<file path="src/rtl/dqds_pkg.sv">
// dual quadrature decoder speed: shared types, constants and step decode
// no dependencies; used by dqds_divmul and dual_quadrature_decoder_speed_core
`default_nettype none

package dqds_pkg;

  localparam int SCALE_W   = 32;
  localparam int ELAPSED_W = 24;
  localparam int POS_W     = 32;
  localparam int SPEED_W   = 16;
  localparam int QUOT_W    = 15;

  localparam logic [SCALE_W-1:0] SCALE_RESET = 32'd1218557;

  localparam logic [SPEED_W-1:0] SPEED_POS_LIMIT = 16'h7FFF;
  localparam logic [SPEED_W-1:0] SPEED_NEG_LIMIT = 16'h8000;

  // transition codes {last_a, last_b, cur_a, cur_b}
  localparam logic [3:0] TR_FWD_0 = 4'b0001;
  localparam logic [3:0] TR_FWD_1 = 4'b0111;
  localparam logic [3:0] TR_FWD_2 = 4'b1110;
  localparam logic [3:0] TR_FWD_3 = 4'b1000;
  localparam logic [3:0] TR_REV_0 = 4'b0010;
  localparam logic [3:0] TR_REV_1 = 4'b0100;
  localparam logic [3:0] TR_REV_2 = 4'b1011;
  localparam logic [3:0] TR_REV_3 = 4'b1101;

  typedef enum logic [1:0] {
    DIR_NONE,
    DIR_FWD,
    DIR_REV
  } dir_e;

  typedef struct packed {
    logic              done;
    logic              sat;
    logic [QUOT_W-1:0] quot;
  } div_res_t;

  function automatic dir_e step_dir(input logic [1:0] last, input logic [1:0] cur);
    dir_e dir;
    case ({last, cur})
      TR_FWD_0, TR_FWD_1, TR_FWD_2, TR_FWD_3: dir = DIR_FWD;
      TR_REV_0, TR_REV_1, TR_REV_2, TR_REV_3: dir = DIR_REV;
      default:                                dir = DIR_NONE;
    endcase
    return dir;
  endfunction

endpackage

`default_nettype wire

</file>
<file path="src/rtl/dqds_divmul.sv">
// shared sequential unit: shift-add multiply of magnitude by scale, then
// restoring division by elapsed time with saturation flag; uses dqds_pkg
`default_nettype none

module dqds_divmul #(
  parameter int COUNT_WIDTH = 32
) (
  input  wire logic                           clk_i,
  input  wire logic                           rst_ni,
  input  wire logic                           start_i,
  input  wire logic [COUNT_WIDTH-1:0]         mag_i,
  input  wire logic [dqds_pkg::SCALE_W-1:0]   scale_i,
  input  wire logic [dqds_pkg::ELAPSED_W-1:0] div_i,
  output dqds_pkg::div_res_t                  res_o
);

  localparam int ProdW = COUNT_WIDTH + dqds_pkg::SCALE_W;
  localparam int CntW  = $clog2(ProdW + 1);
  localparam int RemW  = dqds_pkg::ELAPSED_W;
  localparam int QW    = dqds_pkg::QUOT_W;

  localparam logic [1:0] U_IDLE = 2'd0;
  localparam logic [1:0] U_MUL  = 2'd1;
  localparam logic [1:0] U_DIV  = 2'd2;

  logic [1:0]             state_q, state_d;
  logic [CntW-1:0]        cnt_q, cnt_d;
  logic                   done_q, done_d;
  logic [ProdW-1:0]       prod_q, prod_d;
  logic [COUNT_WIDTH-1:0] mag_q, mag_d;
  logic [RemW-1:0]        rem_q, rem_d;
  logic [QW:0]            quot_q, quot_d;
  logic                   ovf_q, ovf_d;

  logic [RemW:0]          rem_shift;
  logic [RemW:0]          rem_diff;
  logic                   rem_ge;
  logic [ProdW-1:0]       addend;

  assign rem_shift = {rem_q, prod_q[ProdW-1]};
  assign rem_diff  = rem_shift - {1'b0, div_i};
  assign rem_ge    = rem_shift >= {1'b0, div_i};
  assign addend    = mag_q[COUNT_WIDTH-1] ? ProdW'(scale_i) : '0;

  always_comb begin
    state_d = state_q;
    cnt_d   = cnt_q;
    done_d  = 1'b0;
    prod_d  = prod_q;
    mag_d   = mag_q;
    rem_d   = rem_q;
    quot_d  = quot_q;
    ovf_d   = ovf_q;
    case (state_q)
      U_IDLE: begin
        if (start_i) begin
          state_d = U_MUL;
          cnt_d   = CntW'(COUNT_WIDTH);
          prod_d  = '0;
          mag_d   = mag_i;
          rem_d   = '0;
          quot_d  = '0;
          ovf_d   = 1'b0;
        end
      end
      U_MUL: begin
        prod_d = {prod_q[ProdW-2:0], 1'b0} + addend;
        mag_d  = {mag_q[COUNT_WIDTH-2:0], 1'b0};
        cnt_d  = cnt_q - 1'b1;
        if (cnt_q == CntW'(1)) begin
          state_d = U_DIV;
          cnt_d   = CntW'(ProdW);
        end
      end
      U_DIV: begin
        rem_d  = rem_ge ? rem_diff[RemW-1:0] : rem_shift[RemW-1:0];
        prod_d = {prod_q[ProdW-2:0], 1'b0};
        quot_d = {quot_q[QW-1:0], rem_ge};
        ovf_d  = ovf_q | quot_q[QW];
        cnt_d  = cnt_q - 1'b1;
        if (cnt_q == CntW'(1)) begin
          state_d = U_IDLE;
          done_d  = 1'b1;
        end
      end
      default: begin
        state_d = U_IDLE;
      end
    endcase
  end

  always_ff @(posedge clk_i or negedge rst_ni) begin
    if (!rst_ni) begin
      state_q <= U_IDLE;
      cnt_q   <= '0;
      done_q  <= 1'b0;
    end else begin
      state_q <= state_d;
      cnt_q   <= cnt_d;
      done_q  <= done_d;
    end
  end

  always_ff @(posedge clk_i) begin
    prod_q <= prod_d;
    mag_q  <= mag_d;
    rem_q  <= rem_d;
    quot_q <= quot_d;
    ovf_q  <= ovf_d;
  end

  assign res_o.done = done_q;
  assign res_o.sat  = ovf_q | quot_q[QW];
  assign res_o.quot = quot_q[QW-1:0];

  a_done_after_div: assert property (@(posedge clk_i) disable iff (!rst_ni)
    done_q |-> $past(state_q) == U_DIV)
    else $error("done without a division pass");

  a_start_when_idle: assert property (@(posedge clk_i) disable iff (!rst_ni)
    start_i |-> state_q == U_IDLE)
    else $error("start while busy");

  a_busy_count: assert property (@(posedge clk_i) disable iff (!rst_ni)
    state_q != U_IDLE |-> cnt_q != '0)
    else $error("step counter empty while busy");

endmodule

`default_nettype wire

</file>
<file path="src/rtl/dual_quadrature_decoder_speed_core.sv">
// dual quadrature decoder with angular speed, top level
// uses dqds_pkg and the shared multiply/divide unit dqds_divmul
//
// input channel (in_valid_i / in_stall_o): one request per pin sample or speed
// tick. a sample (mode_i low) is taken and updates both counts; it
// gives no result. a tick (mode_i high) gives one result on the output channel
// (out_valid_o / out_stall_i) with both positions and both Q7.8 speeds.
// a tick runs both speeds one after the other through one shift-add multiplier
// and one restoring divider: per encoder COUNT_WIDTH multiply steps and
// COUNT_WIDTH+32 divide steps, each pass begun from its own start state, and
// the result then goes to the output register. in_stall_o is high from the
// tick until its result is in the output register; samples flow at one per
// cycle otherwise.
// a finished result waits in the output register while out_stall_i is high;
// samples are still taken then, and a following tick computes but holds its
// result until the register frees up.
// reset clears the counts, previous counts and pin history to zero and loads
// speed_scale with its default; cfg_we_i writes speed_scale.
`default_nettype none

module dual_quadrature_decoder_speed_core #(
  parameter int COUNT_WIDTH = 32
) (
  input  wire logic                                  clk_i,
  input  wire logic                                  rst_ni,
  input  wire logic                                  cfg_we_i,
  input  wire logic [dqds_pkg::SCALE_W-1:0]          cfg_wdata_i,
  input  wire logic                                  in_valid_i,
  output logic                                       in_stall_o,
  input  wire logic                                  mode_i,
  input  wire logic                                  right_a_i,
  input  wire logic                                  right_b_i,
  input  wire logic                                  left_a_i,
  input  wire logic                                  left_b_i,
  input  wire logic [dqds_pkg::ELAPSED_W-1:0]        elapsed_us_i,
  output logic                                       out_valid_o,
  input  wire logic                                  out_stall_i,
  output logic signed [dqds_pkg::POS_W-1:0]          right_position_o,
  output logic signed [dqds_pkg::POS_W-1:0]          left_position_o,
  output logic signed [dqds_pkg::SPEED_W-1:0]        right_vel_o,
  output logic signed [dqds_pkg::SPEED_W-1:0]        left_vel_o
);

  localparam int CW = COUNT_WIDTH;
  localparam int SW = dqds_pkg::SPEED_W;
  localparam int PW = dqds_pkg::POS_W;

  localparam logic [2:0] ST_IDLE   = 3'd0;
  localparam logic [2:0] ST_RSTART = 3'd1;
  localparam logic [2:0] ST_RWAIT  = 3'd2;
  localparam logic [2:0] ST_LSTART = 3'd3;
  localparam logic [2:0] ST_LWAIT  = 3'd4;
  localparam logic [2:0] ST_OUT    = 3'd5;

  logic [2:0]                       st_q, st_d;
  logic [dqds_pkg::SCALE_W-1:0]     scale_q;
  logic [1:0]                       right_pins_q, left_pins_q;
  logic [CW-1:0]                    right_cnt_q, left_cnt_q;
  logic [CW-1:0]                    right_prev_q, left_prev_q;
  logic [CW-1:0]                    right_delta_q, left_delta_q;
  logic [dqds_pkg::ELAPSED_W-1:0]   elapsed_q;
  logic [SW-1:0]                    right_vel_q, left_vel_q;
  logic                             out_valid_q;
  logic [PW-1:0]                    out_rpos_q, out_lpos_q;
  logic [SW-1:0]                    out_rspd_q, out_lspd_q;

  logic                             in_acc;
  logic                             out_free;
  logic [1:0]                       right_cur, left_cur;
  dqds_pkg::dir_e                   right_dir, left_dir;
  logic [CW-1:0]                    sel_delta;
  logic                             sel_neg;
  logic [CW-1:0]                    sel_mag;
  logic                             unit_start;
  dqds_pkg::div_res_t               unit_res;
  logic [SW-1:0]                    q_mag;
  logic [SW-1:0]                    side_speed;
  logic signed [63:0]               rpos_ext, lpos_ext;

  assign in_stall_o = (st_q != ST_IDLE);
  assign in_acc     = in_valid_i && !in_stall_o;
  assign out_free   = !out_valid_q || !out_stall_i;

  assign right_cur = {right_a_i, right_b_i};
  assign left_cur  = {left_a_i, left_b_i};
  assign right_dir = dqds_pkg::step_dir(right_pins_q, right_cur);
  assign left_dir  = dqds_pkg::step_dir(left_pins_q, left_cur);

  // side being worked on by the shared unit
  assign sel_delta  = (st_q == ST_RSTART || st_q == ST_RWAIT) ? right_delta_q : left_delta_q;
  assign sel_neg    = sel_delta[CW-1];
  assign sel_mag    = sel_neg ? (~sel_delta + 1'b1) : sel_delta;
  assign unit_start = (st_q == ST_RSTART) || (st_q == ST_LSTART);

  dqds_divmul #(
    .COUNT_WIDTH(COUNT_WIDTH)
  ) u_divmul (
    .clk_i  (clk_i),
    .rst_ni (rst_ni),
    .start_i(unit_start),
    .mag_i  (sel_mag),
    .scale_i(scale_q),
    .div_i  (elapsed_q),
    .res_o  (unit_res)
  );

  always_comb begin
    if (unit_res.sat) begin
      q_mag = sel_neg ? dqds_pkg::SPEED_NEG_LIMIT : dqds_pkg::SPEED_POS_LIMIT;
    end else begin
      q_mag = {1'b0, unit_res.quot};
    end
    if (sel_delta == '0) begin
      side_speed = '0;
    end else if (sel_neg) begin
      side_speed = ~q_mag + 1'b1;
    end else begin
      side_speed = q_mag;
    end
  end

  always_comb begin
    st_d = st_q;
    case (st_q)
      ST_IDLE: begin
        if (in_acc && mode_i) begin
          st_d = ST_RSTART;
        end
      end
      ST_RSTART: st_d = ST_RWAIT;
      ST_RWAIT: begin
        if (unit_res.done) begin
          st_d = ST_LSTART;
        end
      end
      ST_LSTART: st_d = ST_LWAIT;
      ST_LWAIT: begin
        if (unit_res.done) begin
          st_d = ST_OUT;
        end
      end
      ST_OUT: begin
        if (out_free) begin
          st_d = ST_IDLE;
        end
      end
      default: st_d = ST_IDLE;
    endcase
  end

  always_ff @(posedge clk_i or negedge rst_ni) begin
    if (!rst_ni) begin
      st_q         <= ST_IDLE;
      scale_q      <= dqds_pkg::SCALE_RESET;
      right_pins_q <= '0;
      left_pins_q  <= '0;
      right_cnt_q  <= '0;
      left_cnt_q   <= '0;
      right_prev_q <= '0;
      left_prev_q  <= '0;
      out_valid_q  <= 1'b0;
    end else begin
      st_q <= st_d;
      if (cfg_we_i) begin
        scale_q <= cfg_wdata_i;
      end
      if (in_acc && !mode_i) begin
        right_pins_q <= right_cur;
        left_pins_q  <= left_cur;
        case (right_dir)
          dqds_pkg::DIR_FWD: right_cnt_q <= right_cnt_q + 1'b1;
          dqds_pkg::DIR_REV: right_cnt_q <= right_cnt_q - 1'b1;
          default:           right_cnt_q <= right_cnt_q;
        endcase
        case (left_dir)
          dqds_pkg::DIR_FWD: left_cnt_q <= left_cnt_q - 1'b1;
          dqds_pkg::DIR_REV: left_cnt_q <= left_cnt_q + 1'b1;
          default:           left_cnt_q <= left_cnt_q;
        endcase
      end
      if (in_acc && mode_i) begin
        right_prev_q <= right_cnt_q;
        left_prev_q  <= left_cnt_q;
      end
      if (st_q == ST_OUT && out_free) begin
        out_valid_q <= 1'b1;
      end else if (!out_stall_i) begin
        out_valid_q <= 1'b0;
      end
    end
  end

  assign rpos_ext = 64'(signed'(right_cnt_q));
  assign lpos_ext = 64'(signed'(left_cnt_q));

  always_ff @(posedge clk_i) begin
    if (in_acc && mode_i) begin
      right_delta_q <= right_cnt_q - right_prev_q;
      left_delta_q  <= left_cnt_q - left_prev_q;
      elapsed_q     <= elapsed_us_i;
    end
    if (st_q == ST_RWAIT && unit_res.done) begin
      right_vel_q <= side_speed;
    end
    if (st_q == ST_LWAIT && unit_res.done) begin
      left_vel_q <= side_speed;
    end
    if (st_q == ST_OUT && out_free) begin
      out_rpos_q <= rpos_ext[PW-1:0];
      out_lpos_q <= lpos_ext[PW-1:0];
      out_rspd_q <= right_vel_q;
      out_lspd_q <= left_vel_q;
    end
  end

  assign out_valid_o      = out_valid_q;
  assign right_position_o = signed'(out_rpos_q);
  assign left_position_o  = signed'(out_lpos_q);
  assign right_vel_o      = signed'(out_rspd_q);
  assign left_vel_o       = signed'(out_lspd_q);

  a_done_in_wait: assert property (@(posedge clk_i) disable iff (!rst_ni)
    unit_res.done |-> (st_q == ST_RWAIT || st_q == ST_LWAIT))
    else $error("unit result outside a wait state");

  a_counts_frozen: assert property (@(posedge clk_i) disable iff (!rst_ni)
    st_q != ST_IDLE |=> $stable(right_cnt_q) && $stable(left_cnt_q))
    else $error("count moved during a speed request");

  a_result_from_out: assert property (@(posedge clk_i) disable iff (!rst_ni)
    $rose(out_valid_q) |-> $past(st_q) == ST_OUT)
    else $error("result raised outside the output state");

endmodule

`default_nettype wire
</file>
<file path="config.mk">
export PLATFORM = sky130hd
export DESIGN_NAME = dual_quadrature_decoder_speed_core
export DESIGN_NICKNAME = d
export VERILOG_FILES = /design/src/rtl/dqds_pkg.sv /design/src/rtl/dqds_divmul.sv /design/src/rtl/dual_quadrature_decoder_speed_core.sv
export SDC_FILE = /design/constraint.sdc
export NUM_CORES = 1
export LEC_CHECK = 0
export BUFFER_PORTS_ARGS = -buffer_cell sky130_fd_sc_hd__clkbuf_2
export CAP_MARGIN = 20
export CELL_PAD_IN_SITES_DETAIL_PLACEMENT = 1
export CELL_PAD_IN_SITES_GLOBAL_PLACEMENT = 2
export CORE_UTILIZATION = 41
export CTS_CLUSTER_DIAMETER = 50
export DETAILED_ROUTE_END_ITERATION = 8
export GPL_TIMING_DRIVEN = 0
export PLACE_DENSITY_LB_ADDON = 0.1
export SETUP_SLACK_MARGIN = 0.05
export SYNTH_ARGS = -nofsm -noshare
export SYNTH_HDL_FRONTEND = slang
export SYNTH_SLANG_ARGS = --single-unit
export TNS_END_PERCENT = 100
</file>
<file path="constraint.sdc">
create_clock -name clk_i -period 7.85 [get_ports clk_i]
set_input_delay 1.57 -clock clk_i [delete_from_list [all_inputs] [get_ports clk_i]]
set_output_delay 1.57 -clock clk_i [all_outputs]
set_load 0.01 [all_outputs]
</file>
==> After elaboration in Yosys (flattened, before gate mapping) <==
Memory sizes are Yosys's and may differ from the RTL's.
Cells that the tools add are included.
{ "word_totals": {"wordCells": 128, "inputBits": 66, "romBits": 64, "mem_count": 2, "regBits": 531} }
{ "mem_list": {"columns": ["memory", "depth", "width", "read_ports", "rd_ports_with_merged_regs", "write_ports", "line", "source"], "rows": [
  ["(no name shown)", 16, 2, 1, 0, 0, "dqds_pkg.sv:42", "case ({last, cur})"],
  ["(no name shown)", 16, 2, 1, 0, 0, "dqds_pkg.sv:42", null]
]} }
{ "classes": {"bitwise_logic": 3, "order_cmp": 1, "n_eq_ne": 20, "n_reduce_logical": 29, "add_sub_neg": 11, "n_mux": 36} }
{ "ops": {"columns": ["op", "n"], "rows": [
  ["32-bit one-hot mux with 2 select lines", 3],
  ["64-bit one-hot mux with 3 select lines", 1],
  ["32-bit two-way mux", 4],
  ["32-bit by 1-bit adder with 32-bit output, second input constant", 3],
  ["16-bit two-way mux", 5],
  ["64-bit adder", 1],
  ["64-bit two-way mux", 1],
  ["32-bit by 1-bit subtractor with 32-bit output, second input constant", 2],
  ["32-bit subtractor", 2],
  ["24-bit two-way mux", 2],
  ["24-bit one-hot mux with 2 select lines", 1],
  ["32-bit logical NOT", 1],
  ["32-bit NOT", 1],
  ["16-bit one-hot mux with 2 select lines", 1],
  ["25-bit by 24-bit >= comparator with 1-bit output", 1],
  ["24-bit subtractor", 1],
  ["7-bit one-hot mux with 3 select lines", 1],
  ["3-bit one-hot mux with 6 select lines", 1],
  ["16-bit by 1-bit adder with 16-bit output, second input constant", 1],
  ["16-bit NOT", 1],
  ["7-bit two-way mux", 2],
  ["3-bit two-way mux", 4],
  ["2-bit by 1-bit != test with 1-bit output, second input constant", 6],
  ["2-bit AND reduction", 5],
  ["other kinds (22)", 49]
]} }

==> Depth between registers and ports, before layout <==
{ "depth": {"depth_word": 9, "mapped_depth": 18, "depth_no_buf": 14} }

==> Hierarchy <==
A second synthesis with hierarchy kept.
{ "hier_totals": {"hier_cells": 2959, "hier_area_um2": 31147.4} }
{ "modules_own_cells": {"columns": ["module", "cells_each", "n_inst", "area_each_um2"], "rows": [
  ["dual_quadrature_decoder_speed_core", 1912, 1, 20958.9],
  ["dqds_divmul", 1047, 1, 10188.5]
]} }

==> Worst setup path before layout <==
OpenSTA, ideal clock, no wires.
{ "synth_path": {"path_kind": "input-to-reg", "startpoint": "input port out_stall_i", "endpoint": "register out_lpos_q[0], in the netlist left_position_o[0] (enable)", "arrival_ps": 5979, "n_path_buf": 0, "setup_slack_ps": 1308, "path_stages": 2, "required_time_ps": 7288, "setup_time_ps": 562, "path_cell_list": "a21oi_1 > nor2b_1"} }
{ "synth_via": {"elab_chain_cells": 3} }
{ "synth_lines": {"columns": ["element", "line", "source"], "rows": [
  ["start: declaration", "dual_quadrature_decoder_speed_core.sv:37", "input wire logic out_stall_i,"],
  ["1-bit logical NOT", null, null],
  ["1-bit logical OR", "dual_quadrature_decoder_speed_core.sv:82", "assign out_free = !out_valid_q || !out_stall_i;"],
  ["1-bit logical AND", "dual_quadrature_decoder_speed_core.sv:208", "if (st_q == ST_OUT && out_free) begin"],
  ["end signal: assignment", "dual_quadrature_decoder_speed_core.sv:210", "out_lpos_q <= lpos_ext[PW-1:0];"],
  ["end: declaration", "dual_quadrature_decoder_speed_core.sv:64", "logic [PW-1:0] out_rpos_q, out_lpos_q;"]
]} }
No other way between the ends.
A chain may end at the register's enable or synchronous reset.

==> Worst setup path after layout <==
{ "layout_path": {"startpoint": "input port right_b_i", "endpoint": "register right_cnt_q[22]"} }
{ "layout_via": {"elab_chain_cells": 4, "word_cells_on_any_way": 6, "cone_classes": "eq/ne (2); mux (1); reduce/logical (2); memory (1)"} }
{ "layout_lines": {"columns": ["element", "line", "source"], "rows": [
  ["start: declaration", "dual_quadrature_decoder_speed_core.sv:32", "input wire logic right_b_i,"],
  ["memory 16 x 2 bit *", null, null],
  ["2-bit equality test or 2-bit by 1-bit equality test with 1-bit output (tied branches)", "dual_quadrature_decoder_speed_core.sv:170", "case (right_dir)"],
  ["2-bit nonzero test (no line)", null, null],
  ["2-bit AND reduction (no line)", null, null],
  ["end signal: assignment", "dual_quadrature_decoder_speed_core.sv:171", "dqds_pkg::DIR_FWD: right_cnt_q <= right_cnt_q + 1'b1;"],
  ["end signal: assignment", "dual_quadrature_decoder_speed_core.sv:172", "dqds_pkg::DIR_REV: right_cnt_q <= right_cnt_q - 1'b1;"],
  ["end signal: assignment", "dual_quadrature_decoder_speed_core.sv:173", "default: right_cnt_q <= right_cnt_q;"],
  ["end: declaration", "dual_quadrature_decoder_speed_core.sv:58", "logic [CW-1:0] right_cnt_q, left_cnt_q;"]
]} }
Mark *: on every way between the ends. The rest lies on a longest branch, timed or not.

==> reports/metrics.cfg <==
[synthesis]
synthCells=3035
async_flop_share=0.335
synth_edf_count=353
synth_cell_types=94
syn_nets=3269
syn_area_per_cell_sq_um=10.2
ys_seq_elements=531
synth_area_sq_um=31000
yosysWarningCount=0
yosysSeqAreaShare=0.486
ys.flop_type=edfxtp_1

[sta]
min_period_ns=6.96
slew_violations=0
clock-skew-final_ns=0.0306
slew_headroom=0.294
period_share=0.887
finalSetupTns_ns=0
rsz0062_at_grt=false
hold_viol=0
setup_viol=0
worstMarginPinSlew_ns=1.03
hold_ws_ns=0.413
timing.fmax_ghz=0.144

[placed_design]
place.gp.congestion=0.881
placed_area_sq_um=33300
dp_hpwl_mm=64.9
placedCellCount=4177
io_buffer_count=162

[floorplanning]
core_area_sq_um=74700
fp-row-count=100
die_x_microns=277
chipHeight_microns=277
start_util=0.415
die_area_sq_um=76800
ios=164

[grt]
grt_max_degree=102
grt_pass1_vias=25800
grt_first_pass_wirelength_mm=142
grt-ovfl-total=0
grt_usage=0.229
antenna_found_initial=1

[worst_hold_path]
hold-path-cell-count=0
hp-start=right_vel_q[12]
hold_end=right_vel_o[12]
hp-class=reg -> reg

[layout]
nets=3527
final_area_sq_um=36200
instances_no_fill=4334
drive_above_1_share=0.133
num-fill-cells=8269
area_growth_syn_to_layout_pct=16.8

[route]
wl_per_cell_microns=20.3
vias=24500
drtAntennaViolNets=0
dr.pass1.iters=5
drc=0
vias_per_cell=5.64
finalWirelength_mm=87.9
drtIter0Drc=1343

[critical_path]
cp_max_fo=10
cp-end-kind=register
worstPathRequired_ns=8.36
r2r_end=right_cnt_q[22]
reg2reg_from=right_pins_q[1]
cp-start-kind=input port
rrSetupSlack_ns=1.56
reg2reg_depth=18
criticalPathCategory=in -> reg
worstPathArrival_ns=7.47

[clocking]
post_cts_buffers=0
cts_tree=built
clkLatencyLatePin_ns=0.64
clock_path_buffers=3
clkTransAtPathRegs_ns=0.05
cts.sink_count=531
cts_hold_buf=0
cts_made_buffers=83
ctsResizeCount=0
cts-root-buf=clkbuf_16
htreeDepth=3

[power]
powerDensity_nw_per_um2=527
p_leak_uw=0.0145
vdd_ir_drop_max_v=0.000247
power_uw=19100

[flow_run]
cap_viol_max_count=0

[outcome]
status=finished clean

worst max-delay path, stage by stage:
cell	delay, ns
clkbuf_2	0.09
xor2_1	0.17
nor2_1	0.16
ha_1	0.54
clkbuf_1	0.41
clkbuf_1	0.51
buf_1	0.46
clkbuf_1	0.72
xor2_1	0.20
ha_1	0.21
or3b_2	0.45
a21oi_1	0.27
o21ai_0	0.18
a211o_1	0.36
a21oi_1	0.32
nor2b_1	0.12
o21ai_1	0.20
mux2_2	0.37
xnor2_1	0.12
stage by stage:
stage,utilization,setup WS (ns)
final,0.485,0.891
after global routing,0.485,0.561
after CTS,0.485,1.03
after detailed placement,0.446,0.352
after global placement,0.442,-1.24
after floorplan,-,1.31
how the worst max path moves through the flow:
stage                            from            endpoint  slack (ns)  cells after the start
final                       right_b_i     right_cnt_q[22]        0.89                     19
after global routing        right_b_i     right_cnt_q[30]        0.56                     19
after CTS                   right_b_i     right_cnt_q[22]        1.03                     19
after detailed placement    right_b_i     right_cnt_q[22]        0.35                     19
after global placement    out_stall_i  left_position_o[4]       -1.24                      3
after floorplan           out_stall_i  left_position_o[0]        1.31                      2
registers in the layout (all words and copies together), names as in the netlist, 24 cells and up:
| register | flops |
|---|---|
| right_cnt_q | 32 |
| left_cnt_q | 32 |
| left_prev_q | 32 |
| left_position_o | 32 |
| right_prev_q | 32 |
| scale_q | 32 |
| right_position_o | 32 |
| u_divmul.prod_q | 64 |
| u_divmul.mag_q | 32 |
| left_delta_q | 32 |
| elapsed_q | 24 |
| u_divmul.rem_q | 24 |
| right_delta_q | 32 |
kinds of logic (layout without fill, tap and decap cells):
family | after synthesis | after routing | share of synthesized area
buffers and inverters | 289 | 618 | 0.0359
flip-flops | 531 | 531 | 0.486
other | 0 | 1 | 0
multiplexers | 81 | 81 | 0.0300
adder cells (fa/ha/maj) | 168 | 168 | 0.0690
AND/OR/NAND/NOR | 887 | 887 | 0.143
AO/OA/AOI/OAI | 866 | 866 | 0.176
XOR/XNOR | 213 | 213 | 0.0601
cell usage in the layout (no fill, tap or decap), types with 20 or more instances in the layout:
| cell type | netlist | final |
|---|---|---|
| a21o_1 | 69 | 69 |
| a21oi_1 | 203 | 203 |
| a31oi_1 | 43 | 43 |
| and2_1 | 73 | 73 |
| and3_1 | 29 | 29 |
| clkbuf_1 | 121 | 125 |
| clkbuf_16 | 0 | 87 |
| clkbuf_2 | 0 | 161 |
| dfrtp_1 | 164 | 164 |
| edfxtp_1 | 353 | 353 |
| ha_1 | 163 | 163 |
| inv_1 | 146 | 145 |
| mux2_2 | 49 | 49 |
| mux2i_1 | 26 | 26 |
| nand2_1 | 305 | 305 |
| nand2b_1 | 27 | 27 |
| nand3_1 | 81 | 81 |
| nand4_1 | 31 | 31 |
| nor2_1 | 146 | 146 |
| nor3_1 | 56 | 56 |
| o211ai_1 | 20 | 20 |
| o21a_1 | 28 | 27 |
| o21ai_0 | 258 | 258 |
| o21ai_1 | 29 | 29 |
| o21bai_1 | 21 | 21 |
| o31ai_1 | 20 | 20 |
| or3_1 | 24 | 24 |
| xnor2_1 | 137 | 137 |
| xor2_1 | 76 | 76 |
power breakdown:
group	internal [uW]	switching [uW]	total, uW
sequential	4520	767	5290
clock	2390	1470	3860
combinational	3870	6070	9940
total	10800	8300	19100
area by class of cell:
cell class	count	area (sq um)	share of cell area
Timing Repair Buffer	173	1030	0.0284
Buffer	142	566	0.0156
Tap cell	969	1210	0.0335
Multi-Input combinational cell	2215	14800	0.410
Clock buffer	94	2220	0.0614
Clock inverter	62	729	0.0201
Inverter	147	554	0.0153
Antenna cell	1	2.50	0.0000691
Sequential cell	531	15100	0.416
metal layers:
| metal | vias to the layer above | track usage | share of wire | wire [microns] |
|---|---|---|---|---|
| met5 | - | 0 | 0 | 0 |
| li1 | 11700 | - | - | - |
| met1 | 12200 | 0.305 | 0.46 | 40400 |
| met2 | 392 | 0.387 | 0.48 | 42100 |
| met3 | 160 | 0.0327 | 0.034 | 2980 |
| met4 | 0 | 0.0668 | 0.027 | 2390 |
cell usage after synthesis (all sizes together) (16+ instances only):
master | instances | area [sq um]
ha | 163 | 2040
nor2 | 146 | 548
o21ai | 287 | 1440
edfxtp | 353 | 10600
or3 | 24 | 150
dfrtp | 164 | 4100
a31oi | 43 | 269
a211oi | 16 | 120
and3 | 29 | 181
nand4 | 32 | 215
and2 | 73 | 457
a21oi | 203 | 1020
xor2 | 76 | 666
clkbuf | 121 | 454
a21o | 69 | 518
inv | 146 | 548
mux2 | 49 | 552
xnor2 | 137 | 1200
nand3 | 83 | 425
nand2 | 305 | 1140
o31ai | 20 | 150
nor3 | 57 | 297
nor2b | 20 | 125
o211ai | 20 | 150
or4 | 17 | 131
and4 | 16 | 140
mux2i | 32 | 378
o21bai | 21 | 158
nand2b | 27 | 169
o21a | 28 | 210
a41oi | 17 | 149
a21bo | 19 | 190
buf | 21 | 108
Note: power is estimated with default switching activity, not from simulation.
